**config.mk**
```make
export PLATFORM = sky130hd
export DESIGN_NAME = wdm2_reduce
export DESIGN_NICKNAME = d
export VERILOG_FILES = /design/src/rtl/wdm2_pkg.sv /design/src/rtl/wdm2_reduce.sv
export SDC_FILE = /design/constraint.sdc
export NUM_CORES = 1
export LEC_CHECK = 0
export BUFFER_PORTS_ARGS = -buffer_cell sky130_fd_sc_hd__buf_2
export CAP_MARGIN = 25
export CORE_MARGIN = 4
export CORE_UTILIZATION = 50
export DETAILED_ROUTE_END_ITERATION = 12
export GPL_ROUTABILITY_DRIVEN = 1
export PLACE_DENSITY = 0.67
export REMOVE_ABC_BUFFERS = 1
export SYNTH_ARGS = -nofsm -noshare
export SYNTH_HDL_FRONTEND = slang
export SYNTH_SLANG_ARGS = --single-unit
```
**constraint.sdc**
```tcl
create_clock -name clk -period 10.9 [get_ports clk]
set_input_delay 1.635 -clock clk [delete_from_list [all_inputs] [get_ports clk]]
set_output_delay 1.635 -clock clk [all_outputs]
set_load 0.03 [all_outputs]
```
**src/rtl/wdm2_pkg.sv**
```systemverilog
// Shared types, constants and the CORDIC arctangent table for the rank-2 Wigner D block.
`timescale 1ns / 1ps
`default_nettype none
package wdm2_pkg;

    localparam int CORDIC_STAGES_DEF = 16;
    localparam int CORDIC_MAX        = 24;

    localparam int IN_W   = 64;
    localparam int OUT_W  = 40;
    localparam int ANG_W  = 21;      // widest phase k*alpha + m*gamma, Q.6 degrees
    localparam int Z_W    = 25;      // CORDIC angle, Q.16 degrees
    localparam int XY_W   = 34;      // CORDIC x/y and d, Q30
    localparam int RES_W  = 18;

    localparam logic signed [XY_W-1:0] GAIN_Q30   = 34'sd652032874;
    localparam logic signed [XY_W-1:0] ONE_Q30    = 34'sd1073741824;
    localparam logic signed [31:0]     SQRT3_8_Q30 = 32'sd657529896;
    localparam logic signed [31:0]     SQRT3_2_Q30 = 32'sd1315059792;

    localparam logic [RES_W-1:0] RES_ONE = 18'd65536;

    typedef struct packed {
        logic       valid;
        logic       special;   // result forced to 1+0i
        logic       outside;   // rank or index outside computed set
        logic [4:0] code;      // (k+2)*5 + (m+2)
    } ctl_t;

    // arctangent of 2^-i in Q.16 degrees, rounded to nearest
    function automatic logic [21:0] atan_q16(input int i);
        logic [21:0] v;
        case (i)
            0:  v = 22'd2949120;
            1:  v = 22'd1740967;
            2:  v = 22'd919879;
            3:  v = 22'd466945;
            4:  v = 22'd234379;
            5:  v = 22'd117304;
            6:  v = 22'd58666;
            7:  v = 22'd29335;
            8:  v = 22'd14668;
            9:  v = 22'd7334;
            10: v = 22'd3667;
            11: v = 22'd1833;
            12: v = 22'd917;
            13: v = 22'd458;
            14: v = 22'd229;
            15: v = 22'd115;
            16: v = 22'd57;
            17: v = 22'd29;
            18: v = 22'd14;
            19: v = 22'd7;
            20: v = 22'd4;
            21: v = 22'd2;
            22: v = 22'd1;
            default: v = 22'd0;
        endcase
        return v;
    endfunction

endpackage
`default_nettype wire

```
**src/rtl/wdm2_reduce.sv**
```systemverilog
// Four-stage reduction of a Q.6 degree angle to +-90 degrees plus a negate flag.
`timescale 1ns / 1ps
`default_nettype none
module wdm2_reduce
(
    input  wire logic                            clk,
    input  wire logic                            ce,
    input  wire logic signed [wdm2_pkg::ANG_W-1:0] ang,
    output logic signed [wdm2_pkg::Z_W-1:0]        z,
    output logic                                 neg
);
    import wdm2_pkg::*;

    localparam int FULL    = 23040;
    localparam int HALF    = 11520;
    localparam int QUARTER = 5760;
    localparam int OFFSET  = 24 * FULL;   // makes every angle non-negative
    localparam int RECIP   = 46603;       // floor(2^30 / FULL)

    logic [ANG_W-1:0] u1_reg, u2_reg;
    logic [5:0]       q2_reg;
    logic [14:0]      r3_reg;
    logic signed [Z_W-1:0] z4_reg;
    logic             n4_reg;

    logic [ANG_W+15:0] qprod;
    logic [16:0]       r0;
    logic signed [15:0] rs;
    logic signed [15:0] rf;
    logic              nf;

    always_comb
    begin
        qprod = u1_reg * 16'(RECIP);
        // quotient may fall short by one; one corrective subtract
        r0 = 17'(u2_reg) - 17'(q2_reg * 15'(FULL));
        rs = (r3_reg >= 15'(HALF)) ? 16'($signed({1'b0, r3_reg}) - 16'sd23040)
                                   : $signed({1'b0, r3_reg});
        rf = rs;
        nf = 1'b0;
        if (rs > 16'(QUARTER))
        begin
            rf = rs - 16'(HALF);
            nf = 1'b1;
        end
        else if (rs < -16'(QUARTER))
        begin
            rf = rs + 16'(HALF);
            nf = 1'b1;
        end
    end

    always_ff @(posedge clk)
    begin
        if (ce)
        begin
            u1_reg <= ANG_W'(ang + ANG_W'(OFFSET));
            u2_reg <= u1_reg;
            q2_reg <= qprod[35:30];
            r3_reg <= (r0 >= 17'(FULL)) ? 15'(r0 - 17'(FULL)) : r0[14:0];
            z4_reg <= Z_W'(rf) <<< 10;
            n4_reg <= nf;
        end
    end

    assign z   = z4_reg;
    assign neg = n4_reg;
endmodule
`default_nettype wire

```
# Yosys cells after proc, flatten, opt, wreduce, memory -nomap -nowiden
# Index checks and enable logic that the tools add are counted.
# word_totals
ff_bits	75
output_inout_bits	26
word_cells	23
# op_classes
n_addsub	6
multipliers	2
magnitude_cmp	4
n_mux	5
# ops
operator	count
$mux W15	3
$mul A21 B16 Y36 const B	1
$sub A15 B15 Y15 const B	2
$add A21 B21 Y21 const B	1
$ge A17 B15 Y1 const B	1
$sub A17 B17 Y17	1
$gt A16 B14 Y1 const B	1
$lt A16 B14 Y1 const B	1
$mux W16	1
$sub A15 B15 Y16 const B	1
$add A15 B15 Y15 const B	1
$ge A15 B14 Y1 const B	1
$mul A6 B6 Y8 const B	1
$mux W1	1

# Logic depth before layout (Yosys ltp)
# logic_depth
ltp_word	5
depth_mapped	20
ltp_nobuf	20

# Worst setup path before layout
# No wires, ideal clock.
# synth_path
path_kind	reg2reg
startpoint	reg u1_reg[11]
endpoint	reg q2_reg[5] (data pin)
setup_time_ns	0.260
arrival_ns	5.047
t_required_ns	10.640
setup_slack_ns	5.593
path_stages_with_launch	20
path_buffers	0
cell_sequence	edfxtp_1 > ha_1 > inv_1 > fa_1 > fa_1 > fa_1 > inv_1 > fa_1 > inv_1 > fa_1 > inv_1 > ha_1 > a21o_1 > a21o_1 > a211oi_1 > o21ai_0 > nor2_1 > o2111ai_1 > a21oi_1 > xnor2_1
# synth_via
elab_chain_len	1
# synth_lines
item	line_no	text
from (decl)	wdm2_reduce.sv:20	logic [ANG_W-1:0] u1_reg, u2_reg;
from (signal assigned)	wdm2_reduce.sv:57	u1_reg <= ANG_W'(ang + ANG_W'(OFFSET));
$mul A21 B16 Y36	wdm2_reduce.sv:34	qprod = u1_reg * 16'(RECIP);
net qprod[35]	wdm2_reduce.sv:26	logic [ANG_W+15:0] qprod;
to (signal assigned)	wdm2_reduce.sv:59	q2_reg <= qprod[35:30];
to (decl)	wdm2_reduce.sv:21	logic [5:0] q2_reg;
# The timed path passes the listed nets, and every way through them passes these cells.
# A chain may end at the register's enable or synchronous reset.

# Worst setup path after layout
# layout_path
startpoint	reg u1_reg[5]
endpoint	reg q2_reg[5] (data pin)
# The elaborated chain is that of the path after synthesis.

==> summary.md <==
| Metric | Value |
|---|---|
| DP HPWL | `between 15 and 20 mm` |
| Fmax | `approximately 170 MHz` |
| Yosys cell types | `62` |
| Period utilization | `53.2%` |
| Placed cell area | `roughly 9400 um2` |
| Overall routing resource usage | `a little under a fifth` |
| Clock Sinks | `between 70 and 80` |
| First-pass GRT wire length | `29.8 mm` |
| CP required | `10990 ps` |
| Total wire length | `18.1 mm` |
| Worst skew pair latency | `about 350 ps` |
| Crit end category | `flip-flop` |
| Synth Warn # | `0` |
| Status | `complete, no violations` |
| Initial core utilization | `51.6%` |
| Fin. Hold Viols | `0` |
| Largest register FFs | `21` |
| Row count | `48` |
| Crit path buf inv count | `1` |
| Setup Viol. Count Final | `0` |
| Drt drc | `0` |
| DR vias | `between 5000 and 6000` |
| Slew headroom | `a little over a third` |
| Final min period | `roughly 5800 ps` |
| DIE WIDTH | `between 100 and 150 um` |
| Max-cap check violation count | `0` |
| Part of the Yosys area used for sequential elements | `around a quarter` |
| Gr ovfl total | `0` |
| Layout fillers | `approximately 1500` |
| Unrepaired setup endpoints after global routing | `false` |
| Final Skew | `about 11 ps` |
| Crit path DAT | `a little under 6000 ps` |
| Die footprint | `20200 um2` |
| DRT iter0 DRCs | `303` |
| Biggest area consumer among synthesized cells | `edfxtp_1` |
| CTS Hold Bufs | `0` |
| Largest net degree at the start of global routing | `76` |
| Cell with the most instances after synthesis | `inv_1` |
| Diode count | `0` |
| Port-buffer cells | `38` |
| Most used cell, CP | `fa_1` |
| Antenna violations before repair | `0` |
| Post-CTS Resized | `0` |
| Num CTS Buffers | `9` |
| Number of routed nets with antenna violations | `0` |
| Crit-path leading delay family | `adder cells` |
| Clk slew on worst S/H paths | `around 60 ps` |
| Post-synthesis area per instance | `about 11 um2` |
| FF+latch count, synth | `75` |
| Cells after synthesis | `approximately 840` |
| Top Ports | `between 40 and 50` |
| Mapped Area | `approximately 9000 um2` |
| Post-synth top cells | `inv_1 (228), ha_1 (162), fa_1 (104), edfxtp_1 (75), a21oi_1 (33)` |
| Hold_ws | `~460 ps` |
| Number of synthesized flops with an enable pin | `75` |
| Core ar. | `~17000 um2` |
| Clk root buf | `clkbuf_16` |
| Post CTS Setup Buffer Count | `0` |
| Slowest library cell on the worst path | `fa_1` |
| Setup crit start kind | `flip-flop` |
| Finished Core Util | `between 50% and 60%` |
| Design area | `between 9000 and 10000 um2` |
| Crit path cell chain | `ha_1 -> xor2_1 -> ha_1 -> a21oi_1 -> fa_1 -> fa_1 -> fa_1 -> fa_1 -> inv_1 -> ha_1 -> and3_1 -> and4_1 -> nand4_1 -> a211oi_1 -> nor2_1 -> o2111ai_1 -> a21oi_1 -> xnor2_1` |
| H-tree depth | `3` |
| CTS Buffer Depth | `2` |
| Routed len/inst | `16.3 um` |
| Via density per instance | `approximately 5.1` |
| Post-synth top area share | `25.0%` |
| Ys flop type | `edfxtp_1` |
| Fin nets | `1170` |
| Setup tns final | `0 ps` |
| Die Y | `around 140 um` |
| Least-Margin Pin Slew | `slightly below 1000 ps` |
| Vias in the first global route | `about 5900` |
| Ys async rst share | `0%` |
| CP peak stage delay | `550 ps` |
| Synth top area cells | `edfxtp_1 (25%), fa_1 (23%), ha_1 (22%)` |
| Fin. max-slew vios | `0` |
| GP Congestion | `roughly 0.94` |
| First drt pass iteration count | `5` |
| CP Max Fanout | `6` |
| Layout area overhead | `7.90%` |
| Hold crit path type | `flip-flop to flip-flop` |
| Layout cell share with drive strength beyond 1 | `approximately 8.2%` |
| Setup Crit Path Kind | `flip-flop to flip-flop` |
| CTS tree | `yes` |
## logic make-up after synthesis
logic type	share of synthesized area, %
buf+inv	10.5
mux	0.111
xor+xnor	4.65
fa+ha+maj	45.6
other cells	0.0416
simple gates	5.82
compound gates	8.29
flops	25.0
## final cells by class
| class | instances | area (um2) | share of cell area, % |
|---|---|---|---|
| multi-input cells | 529 | 5850 | 60.1 |
| flip-flops and latches | 75 | 2250 | 23.2 |
| inverters | 228 | 856 | 8.80 |
| well taps | 225 | 282 | 2.90 |
| clock buffers | 9 | 225 | 2.32 |
| repair buffers | 38 | 193 | 1.98 |
| clock inverters | 7 | 70.1 | 0.721 |
## per-layer routing
layer | part of all wire, % | up-vias | wire [um] | global-route usage (%)
li1 | - | 2801 | - | -
met2 | 49 | 111 | 8820 | 31.5
met3 | 4.2 | 17 | 752 | 3.97
met5 | 0 | - | 0 | 0
met4 | 1.3 | 0 | 239 | 3.94
met1 | 46 | 2761 | 8270 | 25.9
## final timing paths
path	start	to	slack (ps)	depth (start not counted)
setup / recovery	u1_reg[5]$_DFFE_PP_	q2_reg[5]$_DFFE_PP_	5100	18
hold / removal	u2_reg[5]$_DFFE_PP_	r3_reg[5]$_DFFE_PP_	460	0
setup reg to reg	u1_reg[5]$_DFFE_PP_	q2_reg[5]$_DFFE_PP_	5100	18
hold reg to reg	u2_reg[5]$_DFFE_PP_	r3_reg[5]$_DFFE_PP_	460	0
## per-stage QoR
step / std cells / worst slack [ps]
after global routing: 1111 / 4810
after floorplan: 832 / 5590
after global placement: 1095 / 5220
final: 1111 / 5100
after CTS: 1111 / 5080
after detailed placement: 1095 / 5100
## placed cells by master, fill, tap and decap left out, types with 4 or more instances in the layout
| cell | n |
|---|---|
| ha_1 | 162 |
| clkbuf_16 | 9 |
| fa_1 | 104 |
| o21ai_0 | 16 |
| buf_2 | 37 |
| edfxtp_1 | 75 |
| nand2_1 | 27 |
| inv_1 | 228 |
| nand4_1 | 6 |
| o22ai_1 | 4 |
| nor2_1 | 20 |
| conb_1 | 10 |
| a21o_1 | 10 |
| nor3_1 | 4 |
| o21ai_1 | 5 |
| xor2_1 | 17 |
| nor2b_1 | 4 |
| nand3_1 | 10 |
| a21oi_1 | 33 |
| a211oi_1 | 5 |
| xnor2_1 | 29 |
Power is not shown: default switching activity piles up to over one toggle a cycle in this logic, so the estimate is an artifact.
