==> src/rtl/wdm2_pkg.sv <==
// Shared types, constants and the CORDIC arctangent table for the rank-2 Wigner D block.
`timescale 1ns / 1ps
`default_nettype none
package wdm2_pkg;

    localparam int CORDIC_STAGES_DEF = 16;
    localparam int CORDIC_MAX        = 24;

    localparam int IN_W   = 64;
    localparam int OUT_W  = 40;
    localparam int ANG_W  = 21;      // widest phase k*alpha + m*gamma, Q.6 degrees
    localparam int Z_W    = 25;      // CORDIC angle, Q.16 degrees
    localparam int XY_W   = 34;      // CORDIC x/y and d, Q30
    localparam int RES_W  = 18;

    localparam logic signed [XY_W-1:0] GAIN_Q30   = 34'sd652032874;
    localparam logic signed [XY_W-1:0] ONE_Q30    = 34'sd1073741824;
    localparam logic signed [31:0]     SQRT3_8_Q30 = 32'sd657529896;
    localparam logic signed [31:0]     SQRT3_2_Q30 = 32'sd1315059792;

    localparam logic [RES_W-1:0] RES_ONE = 18'd65536;

    typedef struct packed {
        logic       valid;
        logic       special;   // result forced to 1+0i
        logic       outside;   // rank or index outside computed set
        logic [4:0] code;      // (k+2)*5 + (m+2)
    } ctl_t;

    // arctangent of 2^-i in Q.16 degrees, rounded to nearest
    function automatic logic [21:0] atan_q16(input int i);
        logic [21:0] v;
        case (i)
            0:  v = 22'd2949120;
            1:  v = 22'd1740967;
            2:  v = 22'd919879;
            3:  v = 22'd466945;
            4:  v = 22'd234379;
            5:  v = 22'd117304;
            6:  v = 22'd58666;
            7:  v = 22'd29335;
            8:  v = 22'd14668;
            9:  v = 22'd7334;
            10: v = 22'd3667;
            11: v = 22'd1833;
            12: v = 22'd917;
            13: v = 22'd458;
            14: v = 22'd229;
            15: v = 22'd115;
            16: v = 22'd57;
            17: v = 22'd29;
            18: v = 22'd14;
            19: v = 22'd7;
            20: v = 22'd4;
            21: v = 22'd2;
            22: v = 22'd1;
            default: v = 22'd0;
        endcase
        return v;
    endfunction

endpackage
`default_nettype wire

==> src/rtl/wdm2_cordic.sv <==
// Unrolled rotation-mode CORDIC, one register stage per iteration.
`timescale 1ns / 1ps
`default_nettype none
module wdm2_cordic
#(
    parameter int STAGES = wdm2_pkg::CORDIC_STAGES_DEF
)
(
    input  wire logic                             clk,
    input  wire logic                             ce,
    input  wire logic signed [wdm2_pkg::Z_W-1:0]  z_in,
    input  wire logic                             neg_in,
    output logic signed [wdm2_pkg::XY_W-1:0]      cos_out,
    output logic signed [wdm2_pkg::XY_W-1:0]      sin_out
);
    import wdm2_pkg::*;

    logic signed [XY_W-1:0] x_reg [0:STAGES-1];
    logic signed [XY_W-1:0] y_reg [0:STAGES-1];
    logic signed [Z_W-1:0]  z_reg [0:STAGES-1];
    logic                   n_reg [0:STAGES-1];

    genvar i;
    generate
        for (i = 0; i < STAGES; i++)
        begin : g_stage
            logic signed [XY_W-1:0] xi, yi;
            logic signed [Z_W-1:0]  zi;
            logic                   ni;
            logic signed [Z_W-1:0]  at;
            if (i == 0)
            begin : g_first
                assign xi = GAIN_Q30;
                assign yi = '0;
                assign zi = z_in;
                assign ni = neg_in;
            end
            else
            begin : g_rest
                assign xi = x_reg[i-1];
                assign yi = y_reg[i-1];
                assign zi = z_reg[i-1];
                assign ni = n_reg[i-1];
            end
            assign at = Z_W'(atan_q16(i));
            always_ff @(posedge clk)
            begin
                if (ce)
                begin
                    if (zi >= 0)
                    begin
                        x_reg[i] <= xi - (yi >>> i);
                        y_reg[i] <= yi + (xi >>> i);
                        z_reg[i] <= zi - at;
                    end
                    else
                    begin
                        x_reg[i] <= xi + (yi >>> i);
                        y_reg[i] <= yi - (xi >>> i);
                        z_reg[i] <= zi + at;
                    end
                    n_reg[i] <= ni;
                end
            end
        end
    endgenerate

    assign cos_out = n_reg[STAGES-1] ? -x_reg[STAGES-1] : x_reg[STAGES-1];
    assign sin_out = n_reg[STAGES-1] ? -y_reg[STAGES-1] : y_reg[STAGES-1];
endmodule
`default_nettype wire

==> config.mk <==
export PLATFORM = sky130hd
export DESIGN_NAME = wdm2_cordic
export DESIGN_NICKNAME = d
export VERILOG_FILES = /design/src/rtl/wdm2_pkg.sv /design/src/rtl/wdm2_cordic.sv
export SDC_FILE = /design/constraint.sdc
export NUM_CORES = 2
export LEC_CHECK = 0
export BUFFER_PORTS_ARGS = -buffer_cell sky130_fd_sc_hd__buf_2
export CORE_MARGIN = 1
export CORE_UTILIZATION = 59
export DETAILED_ROUTE_END_ITERATION = 12
export MAX_ROUTING_LAYER = met4
export PLACE_DENSITY = 0.78
export SYNTH_ARGS = -nofsm -noshare
export SYNTH_HDL_FRONTEND = slang
export SYNTH_SLANG_ARGS = --single-unit
==> constraint.sdc <==
create_clock -name clk -period 6.84 [get_ports clk]
set_input_delay 2.052 -clock clk [delete_from_list [all_inputs] [get_ports clk]]
set_output_delay 2.052 -clock clk [all_outputs]
set_load 0.005 [all_outputs]
== Word-level counts from Yosys, hierarchy flattened ==
Memories as Yosys holds them, arrays and structs flattened.
Cells that the tools add are included.

* Register bits: 0
* Memory bits (writable): 1,504
* Input bits: 28
* Output and inout port bits: 68
* Word-level logic and storage cells: 310
* Memories: 4

{| class="wikitable"
|+ Memory list
! name !! words !! width !! read ports !! clocked after memory_dff !! wr ports !! RTL line !! source
|-
| x_reg || 16 || 34 || 16 || 0 || 16 || wdm2_cordic.sv:18 || <nowiki>logic signed [XY_W-1:0] x_reg [0:STAGES-1];</nowiki>
|-
| y_reg || 16 || 34 || 16 || 0 || 16 || wdm2_cordic.sv:19 || <nowiki>logic signed [XY_W-1:0] y_reg [0:STAGES-1];</nowiki>
|-
| z_reg || 16 || 25 || 15 || 0 || 16 || wdm2_cordic.sv:20 || <nowiki>logic signed [Z_W-1:0] z_reg [0:STAGES-1];</nowiki>
|-
| n_reg || 16 || 1 || 16 || 0 || 16 || wdm2_cordic.sv:21 || <nowiki>logic n_reg [0:STAGES-1];</nowiki>
|}

* $add $sub $neg: 94
* Order comparisons: 16
* Muxes and demuxes: 148
* Bitwise operators: 48

{| class="wikitable"
|+ Operator list
! kind !! count
|-
| 34-bit two-way mux || 34
|-
| 25-bit by 1-bit greater-or-equal comparator with 1-bit output (second input constant) || 16
|-
| 25-bit two-way mux || 16
|-
| 1-bit two-way mux || 98
|-
| 34-bit by 19-bit adder with 34-bit output || 2
|-
| 34-bit by 20-bit adder with 34-bit output || 2
|-
| 34-bit by 21-bit adder with 34-bit output || 2
|-
| 34-bit by 22-bit adder with 34-bit output || 2
|-
| 34-bit by 23-bit adder with 34-bit output || 2
|-
| 34-bit by 24-bit adder with 34-bit output || 2
|-
| 34-bit by 25-bit adder with 34-bit output || 2
|-
| 34-bit by 26-bit adder with 34-bit output || 2
|-
| 34-bit by 27-bit adder with 34-bit output || 2
|-
| 34-bit by 28-bit adder with 34-bit output || 2
|-
| 34-bit by 29-bit adder with 34-bit output || 2
|-
| 34-bit by 30-bit adder with 34-bit output || 2
|-
| 34-bit by 31-bit adder with 34-bit output || 2
|-
| 34-bit by 32-bit adder with 34-bit output || 2
|-
| 34-bit by 33-bit adder with 34-bit output || 2
|-
| 34-bit negator || 2
|-
| 34-bit by 19-bit subtractor with 34-bit output || 2
|-
| 34-bit by 20-bit subtractor with 34-bit output || 2
|-
| 34-bit by 21-bit subtractor with 34-bit output || 2
|-
| 34-bit by 22-bit subtractor with 34-bit output || 2
|-
| 44 further kinds || 102
|}

== Longest topological paths before layout ==
An unclocked memory read counts as a cell.

* Depth after elaboration: 6
* Depth in mapped cells: 21
* Depth with buffers taken out: 21

== Worst setup path after synthesis ==
Ideal clock, no wire load.

* Kind: input to register
* Start point: in ce
* End point: mem x_reg[13][30], in the netlist x_reg[1][200] (data pin)
* Library setup time: 262 ps
* Arrival: 6,591 ps
* Data required time: 6,578 ps
* Setup slack: -13 ps
* Stages: 19
* Buffers on the path: 3
* Path through: clkbuf_1 -> nand2_1 -> inv_1 -> clkbuf_1 -> clkbuf_1 -> nor2_1 -> xor2_1 -> ha_1 -> and3_1 -> a22oi_1 -> a211oi_1 -> a221oi_1 -> o22ai_1 -> a311oi_1 -> nor3_1 -> o41ai_1 -> o21ba_2 -> o21bai_1 -> xor2_1

{| class="wikitable"
|+ RTL lines
! what !! RTL line !! source
|-
| start: declaration || wdm2_cordic.sv:10 || <nowiki>input wire logic ce,</nowiki>
|-
| end: declaration || wdm2_cordic.sv:18 ||
|}

==> key figures <==
Placement
  – Placer Congestion: 1.03
  – IO buf count: 95
  – HPWL Detailed: about 240 mm

Worst setup path
  – CP arrival: between 4 and 5 ns
  – Critical Path Sink Type: primary output
  – Worst-path fanout max: 4
  – Critical path startpoint category: flop
  – Worst R2R Setup Slack: ~1.0 ns
  – Setup Crit Path Kind: reg -> out
  – WP data required: approximately 4.8 ns

Detailed routing
  – Pre-antenna DRT Iters: 8
  – Via/cell ratio: 6.24
  – Residual DRC: 0
  – Post-DRT Antenna Nets: 0
  – Via count: around 93,000
  – Initial DRC count: approximately 7,900
  – Total wire length: 303 mm
  – Wire per inst: slightly above 20 um

GRT
  – GR met1 Demand/Resource: 0.376
  – Largest net degree at the start of global routing: 161
  – GRT Residual Overflow: 0
  – M3 GR Usage: 0.0342
  – Initial antenna violation count: 8
  – First-pass GRT wire length: 478 mm
  – Top Usage Layer GRT: met2
  – Vias in the first global route: slightly below 90,000
  – Gr usage total: 0.309
  – Routing usage on met2: 0.524

Clock network
  – Num CTS Buffers: 158
  – CTS max path bufs: 3
  – CTS tree: built
  – CTS resizes: 0
  – H-tree lvl count: 4
  – CTS Hold Bufs: 0
  – Num Clock Sinks: between 1,000 and 1,500
  – Clock-pin slew on the worst setup and hold paths: 0.06 ns
  – Postcts setup bufs: 0
  – Clock root buffer: clkbuf_16
  – Worst-Skew Late Latency: about 0.82 ns

STA
  – Worst Tran Pin Value: 1.14 ns
  – Hold WS: 0.415 ns
  – Final setup fails: 0
  – Worst slew margin: 0.233
  – Setup TNS: 0 ns
  – Unrepaired setup endpoints after global routing: no
  – Setup Skew: 0.0282 ns
  – Final Hold Fails: 0
  – Peak Freq: between 150 and 200 MHz
  – Tmin final: around 6.5 ns
  – Fin. max-slew vios: 0
  – Final period util: 0.950

Cells and area
  – Share of cells above drive strength 1: 0.0489
  – Syn-to-layout area delta: 7.95%
  – Max reg flops: 511
  – Nets: between 10,000 and 15,000

Floorplanning
  – Num ports: 96
  – Height of the die: between 400 and 500 um
  – Core footprint: 0.193 sq mm
  – Die area: roughly 0.20 sq mm
  – Die X: approximately 440 um
  – Initial Utilization: 0.595
  – Cell row count: ~160

Synth
  – Synth Instances: approximately 12,000
  – Flops & latches, synth: ~1,400
  – Sequential-to-total area share from yosys stat: 0.356
  – Asr flop ratio synth: 0
  – Cell Area, Synth: 0.115 sq mm
  – Avg Inst Size Synth: roughly 9.6 sq um
  – Yosys cell types: 85
  – Syn Nets: ~13,000
  – Post-synth EDFFs: 1,362
  – Yosys synthesis warning count: 0
  – Synth Flop Type: edfxtp_1

Flow run
  – Max-cap violations: 0

Hold path
  – Worst min path class: reg -> reg

Run status
  – Outcome: complete, no violations
==> final cells by class <==
type | instances | area (sq um)
fillers | 15500 | 69000
flip-flops and latches | 1362 | 40900
repair buffers | 235 | 1620
clock buffers | 189 | 4110
diodes | 3 | 7.51
well taps | 2526 | 3160
inverters | 538 | 2020
clock inverters | 93 | 933
multi-input cells | 9927 | 71300
==> metal layers <==
metal  routed length (um)  vias to the layer above  part of all wire
li1                     -                    44900                 -
met1               126000                    44200              0.42
met2               147000                     3046              0.48
met3                17000                      697             0.056
met4                12600                        0             0.042
met5                    0                        -                 0
==> cells in the mapped netlist (all sizes together), types with 62 or more instances <==
cell    count  area (sq um)
xor2      578          5060
nor2      975          3660
o31ai     148          1120
o21bai    175          1310
a21oi    1268          6350
nand2     674          2530
o21a      185          1390
inv       535          2010
o21ai     652          3260
clkbuf    154           579
nand4      62           388
a31oi     120           751
ha       1277         16000
nor2b     153           957
a21o      513          3850
xnor2    1238         10800
a211oi    100           751
and3      112           701
nand3     184           921
nand2b    204          1280
edfxtp   1362         40900
or3        85           547
nor3      327          1640
nor4       79           494
==> kinds of logic after synthesis <==
kind of cell | share of synthesized area
flip-flops | 0.356
XOR/XNOR | 0.138
multiplexers | 0.00822
buffers and inverters | 0.0237
AO/OA/AOI/OAI | 0.198
AND/OR/NAND/NOR | 0.129
adder cells (fa/ha/maj) | 0.147
==> per-stage QoR <==
| step | instance area, sq um | utilization | cells | worst slack, ns |
|---|---|---|---|---|
| floorplan | 115000 | - | 12000 | 0.166 |
| global placement | 119000 | 0.616 | 14600 | 0.298 |
| detailed placement | 119000 | 0.616 | 14600 | 0.227 |
| CTS | 124000 | 0.643 | 14900 | 0.293 |
| global route | 124000 | 0.643 | 14900 | 0.166 |
| finish | 124000 | 0.643 | 14900 | 0.345 |
==> cells in the final DEF, fill, tap and decap left out, types with 31 or more instances in the layout <==
cell	instances
buf_2	94
and3_1	112
and2_1	61
mux2i_1	55
buf_4	134
nand2b_1	204
nand3b_1	32
nand3_1	184
ha_1	1277
a21o_1	513
a211oi_1	100
inv_1	533
nand4_1	62
or2_2	49
nor2b_1	153
a31oi_1	120
mux2_2	35
edfxtp_1	1362
clkbuf_16	160
xor2_1	578
o21ai_0	650
o21a_1	185
nand2_1	670
a21oi_1	1268
or4_1	31
nor3_1	326
o41ai_1	52
o211ai_1	44
xnor2_1	1238
o31ai_1	147
or3_1	82
fa_1	46
nor4_1	79
o21bai_1	175
nor2_1	975
==> worst max-delay path: stages (launching register included) <==
cell and delay [ns]:
edfxtp_1 0.43, or4_4 0.57, nor3_2 0.20, nand3_1 0.19
or3_4 0.43, or3_4 0.39, or3_4 0.39, or4_4 0.47
o21ai_0 0.25, xnor2_1 0.17, buf_2 0.15
==> final timing paths <==
path / to / start / depth (start not counted)
max: cos_out[26] / x_reg[1][246] / 10
max reg2reg: y_reg[0][168] / x_reg[0][110] / 18
min reg2reg: z_reg[0][150] / z_reg[0][125] / 0
min: z_reg[0][150] / z_reg[0][125] / 0
Power is left out: the tool's default activity adds up to more than one toggle a clock period on the data nets, which glitch-free logic cannot reach.
